[src/rtl/pmc_pkg.sv]
// ----------------------------------------------------------------------------
// pmc_pkg: shared types, constants and helpers for the polyline mapper
// Holds widths, command and job codes, state types, the configuration record
// and the rectangle helpers used by the front and back sections.
// ----------------------------------------------------------------------------
package pmc_pkg;

	// Field widths.
	localparam int VALUE_BITS      = 32;
	localparam int PIXEL_FRAC_BITS = 4;
	localparam int CFG_W           = 12;
	localparam int GAIN_W          = 32;
	localparam int PIX_W           = 20;
	localparam int CFG_IDX_W       = 4;

	// Mapping datapath widths.
	localparam int EDGE_W       = CFG_W + 1 + PIXEL_FRAC_BITS;
	localparam int MAG_W        = VALUE_BITS + 1;
	localparam int P1_W         = MAG_W + GAIN_W;
	localparam int P2_W         = P1_W + CFG_W;
	localparam int SHIFT        = GAIN_W - PIXEL_FRAC_BITS;
	localparam int OFF_CAP_BITS = 26;
	localparam int OFF_W        = OFF_CAP_BITS + 2;
	localparam int SUM_W        = OFF_W + 2;

	// Clipping datapath widths.
	localparam int CW     = PIX_W + 2;
	localparam int PW     = 2 * CW;
	localparam int DSR_W  = CW + 1;
	localparam int QW     = 24;
	localparam int QCNT_W = $clog2(QW + 1);

	// Job queue.
	localparam int QDEPTH = 2;
	localparam int QPTR_W = $clog2(QDEPTH);

	localparam int PIX_MAXV = (1 << (PIX_W - 1)) - 1;
	localparam int PIX_MINV = -(1 << (PIX_W - 1));

	typedef enum logic {
		CMD_MOVE = 1'b0,
		CMD_LINE = 1'b1
	} cmd_t;

	typedef enum logic [CFG_IDX_W-1:0] {
		REG_PLOT_LEFT   = 4'd0,
		REG_PLOT_TOP    = 4'd1,
		REG_PLOT_WIDTH  = 4'd2,
		REG_PLOT_HEIGHT = 4'd3,
		REG_X_ORIGIN    = 4'd4,
		REG_X_GAIN      = 4'd5,
		REG_Y_ORIGIN    = 4'd6,
		REG_Y_GAIN      = 4'd7
	} reg_idx_t;

	typedef enum logic [1:0] {
		JOB_MOVE = 2'd0,
		JOB_LINE = 2'd1,
		JOB_NEAR = 2'd2,
		JOB_FAR  = 2'd3
	} job_kind_t;

	typedef enum logic [2:0] {
		F_IDLE,
		F_MUL1,
		F_MUL2,
		F_MAP,
		F_PUSH
	} front_state_t;

	typedef enum logic [3:0] {
		B_IDLE,
		B_PT,
		B_SETUP,
		B_MULN,
		B_UPDN,
		B_UPDF,
		B_MULC,
		B_CHECK,
		B_MULQ,
		B_DIVX,
		B_DIVY,
		B_EMIT,
		B_FAIL
	} back_state_t;

	typedef struct packed {
		logic [CFG_W-1:0]             left;
		logic [CFG_W-1:0]             top;
		logic [CFG_W-1:0]             width;
		logic [CFG_W-1:0]             height;
		logic signed [VALUE_BITS-1:0] x_origin;
		logic [GAIN_W-1:0]            x_gain;
		logic signed [VALUE_BITS-1:0] y_origin;
		logic [GAIN_W-1:0]            y_gain;
	} cfg_t;

	typedef struct packed {
		logic [EDGE_W-1:0] l;
		logic [EDGE_W-1:0] r;
		logic [EDGE_W-1:0] t;
		logic [EDGE_W-1:0] b;
	} edges_t;

	typedef struct packed {
		job_kind_t               kind;
		logic signed [PIX_W-1:0] x1;
		logic signed [PIX_W-1:0] y1;
		logic signed [PIX_W-1:0] x2;
		logic signed [PIX_W-1:0] y2;
	} job_t;

	// Rectangle edges on the sub-pixel grid.
	function automatic edges_t calc_edges(input cfg_t c);
		edges_t e;
		e.l = EDGE_W'(c.left) << PIXEL_FRAC_BITS;
		e.r = (EDGE_W'(c.left) + EDGE_W'(c.width)) << PIXEL_FRAC_BITS;
		e.t = EDGE_W'(c.top) << PIXEL_FRAC_BITS;
		e.b = (EDGE_W'(c.top) + EDGE_W'(c.height)) << PIXEL_FRAC_BITS;
		return e;
	endfunction

	// Closed rectangle test.
	function automatic logic in_rect(input logic signed [PIX_W-1:0] x,
			input logic signed [PIX_W-1:0] y, input edges_t e);
		logic signed [PIX_W:0] xe, ye, l, r, t, b;
		xe = (PIX_W+1)'(x);
		ye = (PIX_W+1)'(y);
		l  = $signed((PIX_W+1)'(e.l));
		r  = $signed((PIX_W+1)'(e.r));
		t  = $signed((PIX_W+1)'(e.t));
		b  = $signed((PIX_W+1)'(e.b));
		return (xe >= l) && (xe <= r) && (ye >= t) && (ye <= b);
	endfunction

	// Saturate to the pixel field range.
	function automatic logic signed [PIX_W-1:0] sat_pix(input logic signed [31:0] v);
		logic signed [PIX_W-1:0] s;
		if (v > PIX_MAXV) begin
			s = PIX_W'(PIX_MAXV);
		end else if (v < PIX_MINV) begin
			s = PIX_W'(PIX_MINV);
		end else begin
			s = PIX_W'(v);
		end
		return s;
	endfunction

endpackage

[src/rtl/pmc_queue.sv]
// ----------------------------------------------------------------------------
// pmc_queue: short job queue between front and back
// A small register FIFO that lets the mapper and the clipper stall on their own.
// ----------------------------------------------------------------------------
module pmc_queue (
	input  logic           clk,
	input  logic           arst_n,
	input  logic           push,
	input  pmc_pkg::job_t  push_job,
	output logic           full,
	input  logic           pop,
	output pmc_pkg::job_t  pop_job,
	output logic           empty
);
	import pmc_pkg::*;

	job_t                mem_q [QDEPTH];
	logic [QPTR_W-1:0]   wr_ptr_q;
	logic [QPTR_W-1:0]   rd_ptr_q;
	logic [QPTR_W:0]     cnt_q;

	assign full    = (cnt_q == (QPTR_W+1)'(QDEPTH));
	assign empty   = (cnt_q == '0);
	assign pop_job = mem_q[rd_ptr_q];

	// Storage is written only on a push.
	always_ff @(posedge clk) begin
		if (push) begin
			mem_q[wr_ptr_q] <= push_job;
		end
	end

	// Pointers and fill count.
	always_ff @(posedge clk or negedge arst_n) begin
		if (!arst_n) begin
			wr_ptr_q <= '0;
			rd_ptr_q <= '0;
			cnt_q    <= '0;
		end else begin
			if (push) begin
				wr_ptr_q <= wr_ptr_q + 1'b1;
			end
			if (pop) begin
				rd_ptr_q <= rd_ptr_q + 1'b1;
			end
			if (push && !pop) begin
				cnt_q <= cnt_q + 1'b1;
			end else if (pop && !push) begin
				cnt_q <= cnt_q - 1'b1;
			end
		end
	end

endmodule

[config.mk]
export PLATFORM = sky130hd
export DESIGN_NAME = pmc_queue
export DESIGN_NICKNAME = d
export VERILOG_FILES = /design/src/rtl/pmc_pkg.sv /design/src/rtl/pmc_queue.sv
export SDC_FILE = /design/constraint.sdc
export NUM_CORES = 1
export LEC_CHECK = 0
export BUFFER_PORTS_ARGS = -buffer_cell sky130_fd_sc_hd__buf_2
export CAP_MARGIN = 20
export CORE_MARGIN = 2
export CORE_UTILIZATION = 54
export CTS_BUF_LIST = sky130_fd_sc_hd__clkbuf_8
export DETAILED_ROUTE_END_ITERATION = 8
export MAX_ROUTING_LAYER = met4
export PLACE_DENSITY = 0.81
export SETUP_SLACK_MARGIN = 0.15
export SLEW_MARGIN = 30
export SYNTH_ARGS = -nofsm -noshare
export SYNTH_HDL_FRONTEND = slang
export SYNTH_SLANG_ARGS = --single-unit
[constraint.sdc]
create_clock -name clk -period 5.75 [get_ports clk]
set_input_delay 0.2875 -clock clk [delete_from_list [all_inputs] [get_ports clk]]
set_output_delay 0.2875 -clock clk [all_outputs]
set_load 0.05 [all_outputs]
==> results of run 1 <==
-- power groups by stage --
stage	logic (mW)	clock network, mW	registers (mW)
after floorplan	1.72	0	1.72
after global routing	1.95	0.900	1.81
after CTS	1.89	0.856	1.78
final	1.87	0.826	1.78
after global placement	1.87	0	1.79
after detailed placement	1.89	0	1.81
-- layout make-up --
cell class | instances | area [um2] | share of cell area
flip-flops and latches | 168 | 5030 | 0.646
multi-input cells | 93 | 1280 | 0.164
clock inverters | 15 | 169 | 0.0217
well taps | 143 | 179 | 0.0230
clock buffers | 17 | 234 | 0.0301
repair buffers | 173 | 891 | 0.114
inverters | 1 | 3.75 | 0.000482
-- through the flow --
stage	hold WS, ns	worst slack, ns
floorplan	-0.00809	1.18
global placement	0.0965	3.20
detailed placement	0.0999	3.17
CTS	0.00306	2.68
global route	0.00549	2.58
finish	0.0419	2.80
-- flip-flops by register name (all words and copies together), names as in the netlist --
signal    count
mem_q       164
wr_ptr_q      1
rd_ptr_q      1
cnt_q         2
-- routing by layer --
metal  vias to the layer above  wire length [um]
li1                       1437                 -
met1                      1459              4210
met2                       131              5120
met3                        19               793
met4                         0               244
met5                         -                 0
-- synthesized netlist by cell type --
master,n
and2_1,1
buf_12,7
buf_2,1
buf_6,1
dfrtp_1,4
edfxtp_1,164
ha_1,1
inv_1,1
mux2_2,12
mux2_4,70
nor2_1,2
nor2b_1,2
xnor2_1,1
xor2_1,4
-- logic make-up after synthesis --
family                     count (synthesis)  share of synthesized area
xor gates and xnor gates                   5                    0.00679
muxes                                     82                      0.184
DFF                                      168                      0.779
and+or+nand+nor                            5                    0.00407
buffers and inverters                     10                     0.0248
adders and majority gates                  1                    0.00194
-- timing repair --
action                                  4_1_cts  5_1_grt
endpoints found under the setup margin        0        0
hold buffers                                  1        0
hold endpoints to repair                      4        0
-- worst reg2reg max path, stage by stage (launching register included) --
cell	delay, ns
dfrtp_1	0.44
nor2b_4	0.53
buf_4	0.74
-- final timing paths --
check | from | to | slack [ns] | cells after the start
max in group asynchronous | arst_n | rd_ptr_q$_DFFE_PN0P_ | 5.43 | 2
min in group asynchronous | arst_n | cnt_q[1]$_DFFE_PN0P_ | 0.18 | 2
setup / recovery | rd_ptr_q$_DFFE_PN0P_ | pop_job[62] | 2.80 | 3
hold reg to reg | cnt_q[1]$_DFFE_PN0P_ | cnt_q[1]$_DFFE_PN0P_ | 0.51 | 1
setup reg to reg | wr_ptr_q$_DFFE_PN0P_ | mem_q[0][73]$_DFFE_PP_ | 3.62 | 2
hold / removal | push_job[53] | mem_q[1][53]$_DFFE_PP_ | 0.04 | 1
==> summary.md, run 1 <==
| Metric | Value |
|---|---|
| Slew HR | 0.421 |
| Die area | 12,800 um2 |
| Most common cell after layout, fill and taps aside | buf_2 |
| Top-area cell type share of the netlist area | 0.763 |
| Setup Viol. Count Final | 0 |
| CTS tree | done |
| Gate power share | 0.418 |
| CP startpoint kind | flop |
| Switch share | 0.398 |
| Yosys Warn Count | 0 |
| Synth Area per Inst | approximately 24 um2 |
| Max clock buf depth | 2 |
| Synthesized area | roughly 6500 um2 |
| CTS root buf | clkbuf_8 |
| ANT nets after route | 0 |
| Placed cell count | 577 |
| Fill count | 782 |
| Core ar. | 11,600 um2 |
| Power, Total | 4.48 mW |
| Hold Crit Class | primary input to flop |
| IO Port Bufs | 169 |
| Sequential share of power | 0.397 |
| Met2 usage | 0.262 |
| Final min period | 2.95 ns |
| Clock net sink count | 168 |
| Detailed-route vias per instance | 4.99 |
| Psw | 1.78 mW |
| Cell Rows | 39 |
| Unrepaired setup endpoints after global routing | false |
| Met1 Usage GRT | 0.203 |
| Worst-margin pin slew | 0.868 ns |
| Most used routing layer | met2 |
| # H-tree levels | 4 |
| Dominant cell type by area after synthesis | edfxtp_1 |
| Worst setup path class | flop to primary output |
| Synth Instances | 271 |
| # DRC | 0 |
| Syn nets | 358 |
| Hold Fails Final Rpt | 0 |
| P per Cell Area | 575 nW/um2 |
| Clock Power Share | 0.185 |
| Initial antenna violation count | 0 |
| Initial Util | 0.558 |
| Antenna diode count | 0 |
| Post-CTS sizing | 0 |
| Final core utilization | 0.673 |
| Synth unique cells | 14 |
| Most frequent cells in the layout | buf_2 (169), edfxtp_1 (164), mux2_4 (70) |
| Synth top area cells | edfxtp_1 (76%), mux2_4 (16%), buf_12 (2.2%), mux2_2 (2.1%), dfrtp_1 (1.6%) |
| Wire per inst | between 15 and 20 um |
| Dpl hpwl | 6980 um |
| Max-cap check violation count | 0 |
| Sequential share of the synthesized area | 0.779 |
| Critical Path Sink Type | primary output |
| Worst-skew pair later-pin latency | 0.43 ns |
| P_int | between 2 and 3 mW |
| Vias in the first global route | 3,163 |
| Final Instance Area | approximately 7800 um2 |
| Met3 track demand over resource | 0.0589 |
| Initial DRC Count | 167 |
| Required @ worst endpoint | around 5.5 ns |
| Tcrit/Tclk final | 0.514 |
| Fin Setup TNS | 0 ns |
| Pin count of the biggest net entering global routing | 63 |
| CTS Buf Count | 17 |
| Post-CTS setup buffers | 0 |
| DR pass1 iterations | 4 |
| Global-route wire length before repair | 15,800 um |
| CP max stage delay | 0.97 ns |
| CTS clock-pin slew for the worst setup and hold paths | 0.08 ns |
| Cell family with most CP delay | flip-flops |
| Synth Register Bits | around 170 |
| CP bufs+invs | 2 |
| # nets final | 541 |
| GRT overflow | 0 |
| Lkg Pwr | 3.16 nW |
| Maximum operating frequency | roughly 0.34 GHz |
| Non-filler cells, final | 610 |
| Critical-path top delay cell | dfrtp_4 |
| CP Cell Sequence | buf_4, mux2_2, buf_2 |
| Slew Viols, Final | 0 |
| Via count | a little over 3k |
| Total wire length | 10,400 um |
| Routability cong. | 0.664 |
| I/O pin count | between 150 and 200 |
| Die Y | 113 um |
| Status | complete, no violations |
| CP Max Fanout | 49 |
| Share of cells above drive strength 1 | 0.604 |
| Die Wd | roughly 110 um |
| Worst path arrival time | 2.67 ns |
| DP Area | around 7400 um2 |
| Synth-to-Final Area Change | 20.6% |
| Clk_skew | 0.00655 ns |
| Max IR drop VDD | approximately 500 uV |
| GRT Overall Usage | 0.171 |
Power figures use the tool's default switching activity.
==> run 2, diff against run 1 <==
--- a/config.mk
+++ b/config.mk
@@ -8,11 +8,11 @@
 export BUFFER_PORTS_ARGS = -buffer_cell sky130_fd_sc_hd__buf_2
 export CAP_MARGIN = 20
 export CORE_MARGIN = 2
-export CORE_UTILIZATION = 54
+export CORE_UTILIZATION = 49
 export CTS_BUF_LIST = sky130_fd_sc_hd__clkbuf_8
 export DETAILED_ROUTE_END_ITERATION = 8
 export MAX_ROUTING_LAYER = met4
-export PLACE_DENSITY = 0.81
+export PLACE_DENSITY = 0.78
 export SETUP_SLACK_MARGIN = 0.15
 export SLEW_MARGIN = 30
 export SYNTH_ARGS = -nofsm -noshare
==> constraint.sdc (replaced) <==
create_clock -name clk -period 2.4 [get_ports clk]
set_input_delay 0.12 -clock clk [delete_from_list [all_inputs] [get_ports clk]]
set_output_delay 0.12 -clock clk [all_outputs]
set_load 0.05 [all_outputs]
==> run 2 against run 1 <==
Compared with the run above:
- critical path type unchanged
- clock skew increased by 0.0040 ns
- via count rose by 15%
- global-route usage increased by 1.3 points
- setup slack got worse by 2.5 ns
- critical endpoint is now pop_job[1]
- highest routed layer unchanged
- critical path depth is the same
- non-clock buffer count grew 89
- power increased by 150%
- core utilization rose by 1.3 points
==> summary.md, run 2 (same netlist as run 1, synthesis figures left out) <==
| Metric | Value |
|---|---|
| Max-cap check violation count | 0 (unchanged) |
| Maximum operating frequency | 0.481 GHz |
| Vias in the first global route | 3,788 (was 3,163) |
| Final min period | 2.08 ns |
| P per Cell Area | 1260 nW/um2 (was 575 nW/um2) |
| Sequential share of power | 0.374 (was 0.397) |
| Worst path arrival time | 1.96 ns (was 2.67 ns) |
| GRT Overall Usage | 0.183 (was 0.171) |
| Dpl ws | 0.789 ns (was 3.17 ns) |
| Core ar. | 12,700 um2 (was 11,600 um2) |
| Total wire length | 12,200 um (was 10,400 um) |
| Lkg Pwr | 3.53 nW (was 3.16 nW) |
| Cell Rows | 41 (was 39) |
| Hold Crit Class | primary input to flop (unchanged) |
| Antenna diode count | 0 (unchanged) |
| CP startpoint kind | flop (unchanged) |
| Most common cell after layout, fill and taps aside | buf_2 (unchanged) |
| Final Instance Area | 8720 um2 (was 7780 um2) |
| Detailed-route vias per instance | 4.80 (was 4.99) |
| Clk_skew | 0.0106 ns (was 0.00655 ns) |
| Post-CTS sizing | 0 (unchanged) |
| Fin Setup TNS | 0 ns (unchanged) |
| Gate power share | 0.441 (was 0.418) |
| Max clock buf depth | 2 (unchanged) |
| CTS clock-pin slew for the worst setup and hold paths | 0.09 ns (was 0.08 ns) |
| Clock Power Share | 0.185 (about the same) |
| Die area | 14,100 um2 (was 12,800 um2) |
| I/O pin count | 170 (unchanged) |
| Biggest registers after layout | mem_q (164), cnt_q (2) (unchanged) |
| ANT nets after route | 0 (unchanged) |
| Initial antenna violation count | 0 (unchanged) |
| Unrepaired setup endpoints after global routing | false (unchanged) |
| CTS Buf Count | 17 (unchanged) |
| Worst setup path class | flop to primary output (unchanged) |
| Initial DRC Count | 206 (was 167) |
| Dpl hpwl | 6940 um (was 6980 um) |
| Final core utilization | 0.686 (was 0.673) |
| Psw | 4.48 mW (was 1.78 mW) |
| Top reg by flops | mem_q (unchanged) |
| CP Max Fanout | 17 (was 49) |
| Worst-margin pin slew | 0.667 ns (was 0.868 ns) |
| DR pass1 iterations | 4 (unchanged) |
| Slew Viols, Final | 0 (unchanged) |
| Tcrit/Tclk final | 0.866 |
| Power, Total | 11.0 mW (was 4.48 mW) |
| Die Wd | 119 um (was 113 um) |
| Max IR drop VDD | 884 uV (was 503 uV) |
| CTS root buf | clkbuf_8 (unchanged) |
| PnR worst setup slack | 0.321 ns (was 2.80 ns) |
| Switch share | 0.407 (was 0.398) |
| Setup Viol. Count Final | 0 (unchanged) |
| Wire per inst | 16.8 um (was 17.0 um) |
| # DRC | 0 (unchanged) |
| Synth-to-Final Area Change | 35.1% (was 20.6%) |
| Placed cell count | 610 (was 577) |
| Via count | 3,496 (was 3,046) |
| Required @ worst endpoint | 2.28 ns (was 5.46 ns) |
| Clock net sink count | 168 (unchanged) |
| Routability cong. | 0.683 (was 0.664) |
| Die Y | 119 um (was 113 um) |
| Fill count | 848 (was 782) |
| # H-tree levels | 4 (unchanged) |
| P_int | 6.52 mW (was 2.70 mW) |
| Critical Path Sink Type | primary output (unchanged) |
| CTS tree | done (unchanged) |
| Worst-skew pair later-pin latency | 0.45 ns (was 0.43 ns) |
| Status | complete, no violations (unchanged) |
| Hold Fails Final Rpt | 0 (unchanged) |
| Hold_ws | 0.388 ns (was 0.0419 ns) |
| Slew HR | 0.555 (was 0.421) |
| # nets final | 630 (was 541) |
| Initial Util | 0.507 (was 0.558) |
| IO Port Bufs | 169 (unchanged) |
| Share of cells above drive strength 1 | 0.523 (was 0.604) |
| GRT overflow | 0 (unchanged) |
| DP Area | 7450 um2 (was 7370 um2) |
| Global-route wire length before repair | 18,700 um (was 15,800 um) |
| Most frequent cells in the layout | buf_2 (169), edfxtp_1 (164), dlygate4sd3_1 (86) (was buf_2 (169), edfxtp_1 (164), mux2_4 (70)) |
| Largest register FFs | 164 (unchanged) |
| Non-filler cells, final | 728 (was 610) |
| Pin count of the biggest net entering global routing | 83 (was 63) |
==> run 2: changes by cell type in the layout (fill, tap and decap cells not counted), sizes merged <==
| cell | previous run | this run |
|---|---|---|
| clkinvlp | 1 | 3 |
| buf | 172 | 176 |
| bufinv | 4 | 3 |
| inv | 5 | 4 |
| dlygate4sd3 | 1 | 86 |
==> run 2: per-layer routing <==
| layer | global-route usage | wire, um |
|---|---|---|
| met1 | 0.189 | 4680 |
| met2 | 0.317 | 6470 |
| met3 | 0.0618 | 730 |
| met4 | 0.0811 | 317 |
| met5 | - | 0 |
==> run 2: power by group through the flow <==
| stage | registers, mW | clock network (mW) | logic [mW] |
|---|---|---|---|
| 2_1_floorplan | 4.08 | 0 | 4.14 |
| 3_3_place_gp | 4.15 | 0 | 4.71 |
| 3_5_place_dp | 4.18 | 0 | 4.74 |
| 4_1_cts | 4.12 | 2.07 | 4.86 |
| 5_1_grt | 4.17 | 2.19 | 5.05 |
| 6_report | 4.12 | 2.04 | 4.84 |
==> run 2: worst max-delay path, stage by stage (launching register included) <==
cell     delay, ns
dfrtp_4       0.60
buf_4         0.36
mux2_4        0.34
buf_2         0.21
==> run 2: final cells by class <==
cell class,count,area (um2),area share
sequential,168,5030,0.577
timing repair buffer,262,1780,0.205
tap,172,215,0.0247
clock buffer,17,234,0.0268
inverter,1,3.75,0.000430
clock inverter,15,178,0.0204
multi-input combinational,93,1280,0.147
==> run 2: timing repair <==
action | in CTS | in global routing
endpoints found under the hold margin | 170 | 0
hold buffers | 86 | 0
setup buffers | 0 | 0
==> run 2: final timing paths <==
check,from,to,slack [ns],cells past startpoint
min,push_job[23],mem_q[1][23]$_DFFE_PP_,0.39,2
max reg2reg,wr_ptr_q$_DFFE_PN0P_,mem_q[0][35]$_DFFE_PP_,0.90,2
min reg2reg,cnt_q[1]$_DFFE_PN0P_,cnt_q[1]$_DFFE_PN0P_,0.51,1
min in group asynchronous,arst_n,cnt_q[1]$_DFFE_PN0P_,0.55,3
max in group asynchronous,arst_n,rd_ptr_q$_DFFE_PN0P_,1.65,3
max,rd_ptr_q$_DFFE_PN0P_,pop_job[1],0.32,3
