<file path="config.mk">
export PLATFORM = sky130hd
export DESIGN_NAME = pmc_back
export DESIGN_NICKNAME = d
export VERILOG_FILES = /design/src/rtl/pmc_pkg.sv /design/src/rtl/pmc_div.sv /design/src/rtl/pmc_back.sv
export SDC_FILE = /design/constraint.sdc
export NUM_CORES = 2
export LEC_CHECK = 0
export ABC_AREA = 1
export ABC_CLOCK_PERIOD_IN_PS = 26800
export BUFFER_PORTS_ARGS = -buffer_cell sky130_fd_sc_hd__buf_2
export CELL_PAD_IN_SITES_DETAIL_PLACEMENT = 1
export CELL_PAD_IN_SITES_GLOBAL_PLACEMENT = 2
export CORE_AREA = 2 2 418 420
export CTS_CLUSTER_DIAMETER = 60
export DETAILED_ROUTE_END_ITERATION = 6
export DIE_AREA = 0 0 420 422
export GPL_ROUTABILITY_DRIVEN = 0
export PLACE_DENSITY = 0.88
export RECOVER_POWER = 100
export SLEW_MARGIN = 25
export SYNTH_ARGS = -nofsm -noshare
export SYNTH_HDL_FRONTEND = slang
export SYNTH_SLANG_ARGS = --single-unit
</file>
<file path="constraint.sdc">
create_clock -name clk -period 26.8 [get_ports clk]
set_clock_uncertainty 0.1 [all_clocks]
set_input_delay 4.02 -clock clk [delete_from_list [all_inputs] [get_ports clk]]
set_output_delay 4.02 -clock clk [all_outputs]
set_load 0.005 [all_outputs]
</file>
<file path="src/rtl/pmc_pkg.sv">
// ----------------------------------------------------------------------------
// pmc_pkg: shared types, constants and helpers for the polyline mapper
// Holds widths, command and job codes, state types, the configuration record
// and the rectangle helpers used by the front and back sections.
// ----------------------------------------------------------------------------
package pmc_pkg;

	// Field widths.
	localparam int VALUE_BITS      = 32;
	localparam int PIXEL_FRAC_BITS = 4;
	localparam int CFG_W           = 12;
	localparam int GAIN_W          = 32;
	localparam int PIX_W           = 20;
	localparam int CFG_IDX_W       = 4;

	// Mapping datapath widths.
	localparam int EDGE_W       = CFG_W + 1 + PIXEL_FRAC_BITS;
	localparam int MAG_W        = VALUE_BITS + 1;
	localparam int P1_W         = MAG_W + GAIN_W;
	localparam int P2_W         = P1_W + CFG_W;
	localparam int SHIFT        = GAIN_W - PIXEL_FRAC_BITS;
	localparam int OFF_CAP_BITS = 26;
	localparam int OFF_W        = OFF_CAP_BITS + 2;
	localparam int SUM_W        = OFF_W + 2;

	// Clipping datapath widths.
	localparam int CW     = PIX_W + 2;
	localparam int PW     = 2 * CW;
	localparam int DSR_W  = CW + 1;
	localparam int QW     = 24;
	localparam int QCNT_W = $clog2(QW + 1);

	// Job queue.
	localparam int QDEPTH = 2;
	localparam int QPTR_W = $clog2(QDEPTH);

	localparam int PIX_MAXV = (1 << (PIX_W - 1)) - 1;
	localparam int PIX_MINV = -(1 << (PIX_W - 1));

	typedef enum logic {
		CMD_MOVE = 1'b0,
		CMD_LINE = 1'b1
	} cmd_t;

	typedef enum logic [CFG_IDX_W-1:0] {
		REG_PLOT_LEFT   = 4'd0,
		REG_PLOT_TOP    = 4'd1,
		REG_PLOT_WIDTH  = 4'd2,
		REG_PLOT_HEIGHT = 4'd3,
		REG_X_ORIGIN    = 4'd4,
		REG_X_GAIN      = 4'd5,
		REG_Y_ORIGIN    = 4'd6,
		REG_Y_GAIN      = 4'd7
	} reg_idx_t;

	typedef enum logic [1:0] {
		JOB_MOVE = 2'd0,
		JOB_LINE = 2'd1,
		JOB_NEAR = 2'd2,
		JOB_FAR  = 2'd3
	} job_kind_t;

	typedef enum logic [2:0] {
		F_IDLE,
		F_MUL1,
		F_MUL2,
		F_MAP,
		F_PUSH
	} front_state_t;

	typedef enum logic [3:0] {
		B_IDLE,
		B_PT,
		B_SETUP,
		B_MULN,
		B_UPDN,
		B_UPDF,
		B_MULC,
		B_CHECK,
		B_MULQ,
		B_DIVX,
		B_DIVY,
		B_EMIT,
		B_FAIL
	} back_state_t;

	typedef struct packed {
		logic [CFG_W-1:0]             left;
		logic [CFG_W-1:0]             top;
		logic [CFG_W-1:0]             width;
		logic [CFG_W-1:0]             height;
		logic signed [VALUE_BITS-1:0] x_origin;
		logic [GAIN_W-1:0]            x_gain;
		logic signed [VALUE_BITS-1:0] y_origin;
		logic [GAIN_W-1:0]            y_gain;
	} cfg_t;

	typedef struct packed {
		logic [EDGE_W-1:0] l;
		logic [EDGE_W-1:0] r;
		logic [EDGE_W-1:0] t;
		logic [EDGE_W-1:0] b;
	} edges_t;

	typedef struct packed {
		job_kind_t               kind;
		logic signed [PIX_W-1:0] x1;
		logic signed [PIX_W-1:0] y1;
		logic signed [PIX_W-1:0] x2;
		logic signed [PIX_W-1:0] y2;
	} job_t;

	// Rectangle edges on the sub-pixel grid.
	function automatic edges_t calc_edges(input cfg_t c);
		edges_t e;
		e.l = EDGE_W'(c.left) << PIXEL_FRAC_BITS;
		e.r = (EDGE_W'(c.left) + EDGE_W'(c.width)) << PIXEL_FRAC_BITS;
		e.t = EDGE_W'(c.top) << PIXEL_FRAC_BITS;
		e.b = (EDGE_W'(c.top) + EDGE_W'(c.height)) << PIXEL_FRAC_BITS;
		return e;
	endfunction

	// Closed rectangle test.
	function automatic logic in_rect(input logic signed [PIX_W-1:0] x,
			input logic signed [PIX_W-1:0] y, input edges_t e);
		logic signed [PIX_W:0] xe, ye, l, r, t, b;
		xe = (PIX_W+1)'(x);
		ye = (PIX_W+1)'(y);
		l  = $signed((PIX_W+1)'(e.l));
		r  = $signed((PIX_W+1)'(e.r));
		t  = $signed((PIX_W+1)'(e.t));
		b  = $signed((PIX_W+1)'(e.b));
		return (xe >= l) && (xe <= r) && (ye >= t) && (ye <= b);
	endfunction

	// Saturate to the pixel field range.
	function automatic logic signed [PIX_W-1:0] sat_pix(input logic signed [31:0] v);
		logic signed [PIX_W-1:0] s;
		if (v > PIX_MAXV) begin
			s = PIX_W'(PIX_MAXV);
		end else if (v < PIX_MINV) begin
			s = PIX_W'(PIX_MINV);
		end else begin
			s = PIX_W'(v);
		end
		return s;
	endfunction

endpackage

</file>
<file path="src/rtl/pmc_div.sv">
// ----------------------------------------------------------------------------
// pmc_div: bit-serial unsigned divider
// Restoring division, one quotient bit per cycle, for quotients below 2^QW.
// ----------------------------------------------------------------------------
module pmc_div (
	input  logic                       clk,
	input  logic                       arst_n,
	input  logic                       start,
	input  logic [pmc_pkg::PW-1:0]     dividend,
	input  logic [pmc_pkg::DSR_W-1:0]  divisor,
	output logic                       done,
	output logic [pmc_pkg::QW-1:0]     quotient
);
	import pmc_pkg::*;

	logic [DSR_W-1:0]  rem_q;
	logic [QW-1:0]     quo_q;
	logic [DSR_W-1:0]  dsr_q;
	logic [QCNT_W-1:0] cnt_q;
	logic              busy_q, done_q;
	logic [DSR_W:0]    trial;
	logic              fits;

	assign trial    = {rem_q, quo_q[QW-1]};
	assign fits     = (trial >= {1'b0, dsr_q});
	assign done     = done_q;
	assign quotient = quo_q;

	// Shift and subtract datapath.
	always_ff @(posedge clk) begin
		if (start) begin
			rem_q <= DSR_W'(dividend[PW-1:QW]);
			quo_q <= dividend[QW-1:0];
			dsr_q <= divisor;
		end else if (busy_q) begin
			rem_q <= fits ? DSR_W'(trial - {1'b0, dsr_q}) : DSR_W'(trial);
			quo_q <= {quo_q[QW-2:0], fits};
		end
	end

	// Step counter.
	always_ff @(posedge clk or negedge arst_n) begin
		if (!arst_n) begin
			busy_q <= 1'b0;
			done_q <= 1'b0;
			cnt_q  <= '0;
		end else begin
			done_q <= 1'b0;
			if (start) begin
				busy_q <= 1'b1;
				cnt_q  <= QCNT_W'(QW);
			end else if (busy_q) begin
				cnt_q <= cnt_q - 1'b1;
				if (cnt_q == QCNT_W'(1)) begin
					busy_q <= 1'b0;
					done_q <= 1'b1;
				end
			end
		end
	end

endmodule

</file>
<file path="src/rtl/pmc_back.sv">
// ----------------------------------------------------------------------------
// pmc_back: segment clipper and command emitter
// Takes queued jobs, runs the slab clipping with a shared multiplier pair and
// the serial divider, and presents commands through an output register.
// ----------------------------------------------------------------------------
module pmc_back (
	input  logic                              clk,
	input  logic                              arst_n,
	input  pmc_pkg::edges_t                   edges,
	input  logic                              empty,
	input  pmc_pkg::job_t                     pop_job,
	output logic                              pop,
	output logic                              out_valid,
	input  logic                              out_stall,
	output logic                              command,
	output logic signed [pmc_pkg::PIX_W-1:0]  pixel_x,
	output logic signed [pmc_pkg::PIX_W-1:0]  pixel_y,
	output logic                              last
);
	import pmc_pkg::*;

	back_state_t state_q, state_d;

	job_t                 job_q;
	logic signed [CW-1:0] dx_q, dy_q, loy_q, hiy_q, ady_q;
	logic signed [CW-1:0] n0_q, d0_q, n1_q, d1_q, dsel_q;
	logic                 dy_nz_q;
	logic signed [PW-1:0] pa_q, pb_q;
	logic signed [PIX_W-1:0] ix_q, iy_q;

	logic                    out_valid_q, last_q;
	cmd_t                    cmd_q;
	logic signed [PIX_W-1:0] px_q, py_q;

	// Setup values.
	logic signed [CW-1:0] x1e, y1e, x2e, y2e, dx, dy, el, er, et, eb;
	logic signed [CW-1:0] ax, bx, ay, by, lox, hix, adx, loy, hiy, ady;
	logic signed [CW-1:0] n0, d0, n1, d1, nsel;
	logic                 fail;
	logic                 chk_fail;

	// Shared multipliers, divider hookup and output load.
	logic signed [CW-1:0]  ma0, mb0, ma1, mb1;
	logic                  mul_en;
	logic                  div_start, div_done;
	logic [PW-1:0]         div_dividend;
	logic [DSR_W-1:0]      div_divisor;
	logic [QW-1:0]         div_q;
	logic signed [PW-1:0]  num;
	logic [PW-1:0]         num_mag;
	logic signed [QW+1:0]  qs;
	logic signed [QW+1:0]  res_sum;
	logic signed [PIX_W-1:0] res_pix;
	logic                  out_free, out_load, out_last;
	cmd_t                  out_cmd;
	logic signed [PIX_W-1:0] out_x, out_y;
	logic                  is_far;

	assign out_free = !out_valid_q || !out_stall;
	assign is_far   = (job_q.kind == JOB_FAR);

	// First slab and the axis checks for the clipper setup.
	always_comb begin
		x1e = CW'(job_q.x1);
		y1e = CW'(job_q.y1);
		x2e = CW'(job_q.x2);
		y2e = CW'(job_q.y2);
		el  = $signed(CW'(edges.l));
		er  = $signed(CW'(edges.r));
		et  = $signed(CW'(edges.t));
		eb  = $signed(CW'(edges.b));
		dx  = x2e - x1e;
		dy  = y2e - y1e;
		ax  = el - x1e;
		bx  = er - x1e;
		adx = dx;
		if (dx < 0) begin
			ax  = -ax;
			bx  = -bx;
			adx = -dx;
		end
		ay  = et - y1e;
		by  = eb - y1e;
		ady = dy;
		if (dy < 0) begin
			ay  = -ay;
			by  = -by;
			ady = -dy;
		end
		lox  = (ax < bx) ? ax : bx;
		hix  = (ax < bx) ? bx : ax;
		loy  = (ay < by) ? ay : by;
		hiy  = (ay < by) ? by : ay;
		fail = (dx == 0) && (dy == 0);
		n0   = CW'(0);
		d0   = CW'(1);
		n1   = CW'(1);
		d1   = CW'(1);
		if (dx != 0) begin
			if (lox > 0) begin
				n0 = lox;
				d0 = adx;
			end
			if (hix < adx) begin
				n1 = hix;
				d1 = adx;
			end
		end else if ((x1e < el) || (x1e > er)) begin
			fail = 1'b1;
		end
		if ((dy == 0) && ((y1e < et) || (y1e > eb))) begin
			fail = 1'b1;
		end
	end

	assign nsel = is_far ? n1_q : n0_q;

	// Empty parameter interval: the cross products from the compare step.
	assign chk_fail = (pa_q > pb_q) || (n0_q < 0) || (n0_q > d0_q);

	// Multiplier operand selection per step.
	always_comb begin
		ma0    = loy_q;
		mb0    = d0_q;
		ma1    = n0_q;
		mb1    = ady_q;
		mul_en = 1'b0;
		case (state_q)
			B_MULN: begin
				mul_en = 1'b1;
			end
			B_UPDN: begin
				ma0    = hiy_q;
				mb0    = d1_q;
				ma1    = n1_q;
				mb1    = ady_q;
				mul_en = 1'b1;
			end
			B_MULC: begin
				ma0    = n0_q;
				mb0    = d1_q;
				ma1    = n1_q;
				mb1    = d0_q;
				mul_en = 1'b1;
			end
			B_CHECK: begin
				ma0    = nsel;
				mb0    = dx_q;
				ma1    = nsel;
				mb1    = dy_q;
				mul_en = 1'b1;
			end
			default: mul_en = 1'b0;
		endcase
	end

	// Rounded division operands: (2|n*delta| + d) / 2d.
	always_comb begin
		num          = (state_q == B_MULQ) ? pa_q : pb_q;
		num_mag      = num[PW-1] ? PW'(-num) : PW'(num);
		div_dividend = PW'({num_mag, 1'b0}) + PW'(dsel_q);
		div_divisor  = DSR_W'({dsel_q, 1'b0});
		div_start    = (state_q == B_MULQ) || ((state_q == B_DIVX) && div_done);
	end

	// Add the signed step to the start point and saturate.
	always_comb begin
		qs      = $signed({2'b00, div_q});
		if (((state_q == B_DIVX) ? pa_q[PW-1] : pb_q[PW-1])) begin
			qs = -qs;
		end
		res_sum = ((state_q == B_DIVX) ? (QW+2)'(job_q.x1) : (QW+2)'(job_q.y1)) + qs;
		res_pix = sat_pix(32'(res_sum));
	end

	// Next state, queue pop and output load.
	always_comb begin
		state_d  = state_q;
		pop      = 1'b0;
		out_load = 1'b0;
		out_cmd  = CMD_LINE;
		out_x    = job_q.x2;
		out_y    = job_q.y2;
		out_last = 1'b1;
		case (state_q)
			B_IDLE: begin
				if (!empty) begin
					pop = 1'b1;
					if ((pop_job.kind == JOB_MOVE) || (pop_job.kind == JOB_LINE)) begin
						state_d = B_PT;
					end else begin
						state_d = B_SETUP;
					end
				end
			end
			B_PT: begin
				out_cmd = (job_q.kind == JOB_MOVE) ? CMD_MOVE : CMD_LINE;
				if (out_free) begin
					out_load = 1'b1;
					state_d  = B_IDLE;
				end
			end
			B_SETUP: begin
				state_d = fail ? B_FAIL : B_MULN;
			end
			B_MULN: state_d = B_UPDN;
			B_UPDN: state_d = B_UPDF;
			B_UPDF: state_d = B_MULC;
			B_MULC: state_d = B_CHECK;
			B_CHECK: begin
				state_d = chk_fail ? B_FAIL : B_MULQ;
			end
			B_MULQ: state_d = B_DIVX;
			B_DIVX: begin
				if (div_done) begin
					state_d = B_DIVY;
				end
			end
			B_DIVY: begin
				if (div_done) begin
					state_d = B_EMIT;
				end
			end
			B_EMIT: begin
				out_cmd  = is_far ? CMD_LINE : CMD_MOVE;
				out_x    = ix_q;
				out_y    = iy_q;
				out_last = is_far;
				if (out_free) begin
					out_load = 1'b1;
					state_d  = is_far ? B_IDLE : B_PT;
				end
			end
			B_FAIL: begin
				// A missed entry restarts the subpath at the point; a missed exit
				// draws nothing.
				out_cmd = CMD_MOVE;
				if (is_far) begin
					state_d = B_IDLE;
				end else if (out_free) begin
					out_load = 1'b1;
					state_d  = B_IDLE;
				end
			end
			default: state_d = B_IDLE;
		endcase
	end

	pmc_div u_div (
		.clk      (clk),
		.arst_n   (arst_n),
		.start    (div_start),
		.dividend (div_dividend),
		.divisor  (div_divisor),
		.done     (div_done),
		.quotient (div_q)
	);

	// Clipper datapath registers.
	always_ff @(posedge clk) begin
		if (pop) begin
			job_q <= pop_job;
		end
		if (mul_en) begin
			pa_q <= ma0 * mb0;
			pb_q <= ma1 * mb1;
		end
		case (state_q)
			B_SETUP: begin
				dx_q    <= dx;
				dy_q    <= dy;
				loy_q   <= loy;
				hiy_q   <= hiy;
				ady_q   <= ady;
				dy_nz_q <= (dy != 0);
				n0_q    <= n0;
				d0_q    <= d0;
				n1_q    <= n1;
				d1_q    <= d1;
			end
			B_UPDN: begin
				if (dy_nz_q && (pa_q > pb_q)) begin
					n0_q <= loy_q;
					d0_q <= ady_q;
				end
			end
			B_UPDF: begin
				if (dy_nz_q && (pa_q < pb_q)) begin
					n1_q <= hiy_q;
					d1_q <= ady_q;
				end
			end
			B_CHECK: begin
				dsel_q <= is_far ? d1_q : d0_q;
			end
			B_DIVX: begin
				if (div_done) begin
					ix_q <= res_pix;
				end
			end
			B_DIVY: begin
				if (div_done) begin
					iy_q <= res_pix;
				end
			end
			default: begin
			end
		endcase
		if (out_load) begin
			cmd_q  <= out_cmd;
			px_q   <= out_x;
			py_q   <= out_y;
			last_q <= out_last;
		end
	end

	// Sequencer and output valid.
	always_ff @(posedge clk or negedge arst_n) begin
		if (!arst_n) begin
			state_q     <= B_IDLE;
			out_valid_q <= 1'b0;
		end else begin
			state_q <= state_d;
			if (out_load) begin
				out_valid_q <= 1'b1;
			end else if (!out_stall) begin
				out_valid_q <= 1'b0;
			end
		end
	end

	assign out_valid = out_valid_q;
	assign command   = cmd_q;
	assign pixel_x   = px_q;
	assign pixel_y   = py_q;
	assign last      = last_q;

endmodule

</file>
==> flow_metrics.py <==
metrics = {
    "logic_synthesis": {
        "synth_fa_ha_area_share_pct": 36.8,
        "seq_area_frac_synth_pct": 21.8,
        "synth-compound-area-share_pct": 8.88,
        "synth_area_um2": 75500,
        "synth.area.mux_share_pct": 0.0265,
        "synthSimpleGateAreaFrac_pct": 17.0,
        "ys_ff_latch": 551,
        "avgSynthCellArea_um2": 8.38,
        "synth_ff_type": "edfxtp_1",
        "synth_edf_count": 536,
        "syn-num-nets": 10787,
        "synthesis.instances": 9017,
        "synth_top_family_by_area": "adder cells",
        "synth_cell_type_count": 70,
        "synth-xor-area-share_pct": 4.77,
        "ys_async_sr_fraction_pct": 2.18,
        "yosysWarnings": 0,
    },
    "route": {
        "drt-total-wl_mm": 287,
        "ant_nets": 0,
        "dr_wl_met2_mm": 135,
        "wirelength_met1_mm": 114,
        "highest_layer": "met5",
        "drc": 0,
        "met3_length_mm": 18.9,
        "first_pass_iters": 5,
        "wl_per_cell_um": 24.9,
        "vias_per_cell": 5.53,
        "num_vias": 63740,
        "first_iter_violations": 4754,
    },
    "layout": {
        "fin_nets": 10909,
        "area_growth_pct": 7.74,
        "drive_above_1_share_pct": 5.59,
        "final_util_pct": 47.1,
    },
    "status": {
        "outcome": "finished, violations left",
        "violations": "capacitance limit, slew limit",
    },
    "worst_setup_path": {
        "critical-path-slowest-cell": "clkbuf_1",
        "cp_max_fo": 41,
        "required_ns": 27.08,
        "path_class": "flop to flop",
        "cp-end-kind": "flop",
        "critPathLaunchType": "flop",
        "r2r_slack_ns": 13.42,
        "max_stage_delay_ns": 1.82,
        "cp.arrival_ns": 13.66,
    },
    "placement": {
        "numPortBuffers": 197,
        "place_hpwl_mm": 236,
    },
    "global_routing": {
        "grt_usage_pct": 32.5,
        "grt_pass1_vias": 69239,
        "grt_max_degree": 85,
        "grt_pass1_wl_mm": 430,
        "overflow": 0,
        "antenna_found_initial": 18,
    },
    "sta": {
        "finalHoldViolCount": 0,
        "maxSlewHeadroom_pct": -205,
        "worst_pin_slew_ns": 4.58,
        "slew_viol_final": 1200,
        "period_share_pct": 49.9,
        "rsz0062_at_grt": "no",
        "max_freq_mhz": 74.7,
        "setup_violations": 0,
        "final.min_clock_period_ns": 13.38,
        "setup_tns_ns": 0,
    },
    "cts": {
        "clk_path_buf_depth": 3,
        "clock_latency_ns": 0.69,
        "clock_sinks": 551,
        "clk_pin_slew_ns": 0.06,
        "htree_levels": 3,
        "cts_buffers": 71,
        "ctsResizeCount": 0,
        "cts_root_buf": "clkbuf_16",
        "cts_setup_buffers": 0,
        "hold_buffers": 0,
        "tritoncts": "yes",
    },
    "floorplan": {
        "num_rows": 153,
        "dieArea_um2": 177000,
        "ioPinCount": 198,
        "die_w_um": 420,
        "die_y_um": 422,
        "coreArea_um2": 173000,
        "start_util_pct": 43.7,
    },
    "flow_run": {
        "drv_cap": 28,
    },
    "min_path": {
        "hp-class": "flop to flop",
    },
}
-- cells in the mapped netlist, types with 8 or more instances --
| cell type | instances | share of area (%) |
|---|---|---|
| o21ai_1 | 70 | 0.46 |
| a211oi_1 | 12 | 0.12 |
| nand3b_1 | 16 | 0.16 |
| fa_1 | 1011 | 27 |
| o221ai_1 | 26 | 0.30 |
| buf_1 | 14 | 0.070 |
| o31ai_1 | 15 | 0.15 |
| or2_2 | 29 | 0.24 |
| o21ai_0 | 383 | 2.5 |
| ha_1 | 605 | 10 |
| dfrtp_1 | 12 | 0.40 |
| a21o_1 | 12 | 0.12 |
| buf_2 | 12 | 0.079 |
| a21oi_1 | 399 | 2.6 |
| clkinv_1 | 37 | 0.18 |
| inv_1 | 1803 | 9.0 |
| nor3_1 | 61 | 0.40 |
| xor2_1 | 279 | 3.2 |
| or2_1 | 12 | 0.099 |
| a221oi_1 | 8 | 0.093 |
| o211ai_1 | 38 | 0.38 |
| a31oi_1 | 58 | 0.48 |
| o22ai_2 | 19 | 0.31 |
| o22ai_1 | 27 | 0.22 |
| nand2_2 | 25 | 0.21 |
| o21a_1 | 14 | 0.14 |
| o21ai_2 | 27 | 0.31 |
| a21boi_0 | 15 | 0.15 |
| nand4_1 | 80 | 0.66 |
| inv_2 | 18 | 0.089 |
| nand3_1 | 198 | 1.3 |
| nand3_2 | 10 | 0.13 |
| clkbuf_1 | 220 | 1.1 |
| edfxtp_1 | 536 | 21 |
| nor4_1 | 16 | 0.13 |
| xnor2_1 | 131 | 1.5 |
| o21bai_1 | 14 | 0.14 |
| nor2_1 | 673 | 3.3 |
| nand2_1 | 2007 | 10 |
| nor3_2 | 8 | 0.11 |
-- cells by family after synthesis --
family | count (synthesis)
AND/OR/NAND/NOR | 3158
multiplexers | 2
XOR/XNOR | 411
flip-flops | 551
buffers and inverters | 2115
other | 2
adder cells (fa/ha/maj) | 1616
AO/OA/AOI/OAI | 1162
-- path summary, 6_finish.rpt --
path / depth (start not counted) / endpoint / from
worst min-delay path: 0 / u_div.dsr_q[5]$_DFFE_PN_ / dsel_q[4]$_DFFE_PN_
max in group asynchronous: 1 / u_div.cnt_q[2]$_DFFE_PN0P_ / arst_n
min in group asynchronous: 1 / state_q[2]$_DFFE_PN0P_ / arst_n
worst max-delay path: 35 / pb_q[40]$_DFFE_PP_ / state_q[0]$_DFFE_PN0P_
worst min register to register: 0 / u_div.dsr_q[5]$_DFFE_PN_ / dsel_q[4]$_DFFE_PN_
worst max register to register: 35 / pb_q[40]$_DFFE_PP_ / state_q[0]$_DFFE_PN0P_
-- critical path, delay by kind of cell (launching register included) --
family          cells  cell delay, ns
compound gates      9            2.57
xor+xnor            1            0.10
fa+ha+maj           8            3.92
buf+inv            10            3.83
flops               1            0.50
simple gates        7            2.02
-- metrics by stage --
step           setup WS [ns]  instances  hold WS [ns]  cell area (um2)
3_5_place_dp           14.68      11389         0.365            79400
2_1_floorplan          15.20       9017         0.327            75500
6_report               13.42      11525         0.374            81400
3_3_place_gp           14.99      11388         0.343            79400
4_1_cts                15.31      11519         0.378            81700
5_1_grt                12.94      11521         0.392            81400
-- state kept, by name (all words and copies together), names as in the netlist, 23 cells and up --
name,count
u_div.rem_q,23
pb_q,44
pa_q,44
job_q,82
u_div.quotient,24
-- metal layers --
layer,vias to the layer above,track usage [%]
met4,6,17.5
met3,641,4.68
li1,28441,-
met1,32388,40.9
met5,-,0
met2,2264,54.0
-- placed cells by master (no fill, tap or decap), types with 12 or more instances in the layout --
| cell | n |
|---|---|
| buf_4 | 77 |
| nand2_1 | 2009 |
| nor3_1 | 61 |
| o221ai_1 | 22 |
| clkinv_1 | 48 |
| a21oi_1 | 392 |
| o21ai_0 | 438 |
| nand4_1 | 80 |
| o21ai_1 | 34 |
| nor2_1 | 664 |
| xor2_1 | 279 |
| edfxtp_1 | 536 |
| inv_2 | 16 |
| o21bai_1 | 14 |
| o21a_1 | 14 |
| o22ai_1 | 31 |
| or2_2 | 29 |
| nand3b_1 | 16 |
| a31oi_1 | 58 |
| clkbuf_1 | 74 |
| inv_1 | 1803 |
| dfrtp_1 | 12 |
| fa_1 | 1011 |
| ha_1 | 605 |
| a211oi_1 | 12 |
| nand2_2 | 24 |
| nand3_1 | 197 |
| nor4_1 | 16 |
| a21o_1 | 12 |
| o31ai_1 | 14 |
| a21boi_0 | 18 |
| o22ai_2 | 15 |
| o211ai_1 | 38 |
| buf_2 | 168 |
| xnor2_1 | 131 |
| clkbuf_16 | 71 |
| clkinv_2 | 14 |
-- cell type report --
class | count | area (um2)
Fill cell | 20802 | 91500
Multi-Input combinational cell | 6351 | 51100
Sequential cell | 551 | 16500
Inverter | 1858 | 6970
Tap cell | 2325 | 2910
Clock buffer | 87 | 1860
Timing Repair Buffer | 306 | 1660
Clock inverter | 43 | 425
Antenna cell | 4 | 10.0
Power is left out: the tool's default activity adds up to more than one toggle a clock period on the data nets, which glitch-free logic cannot reach.
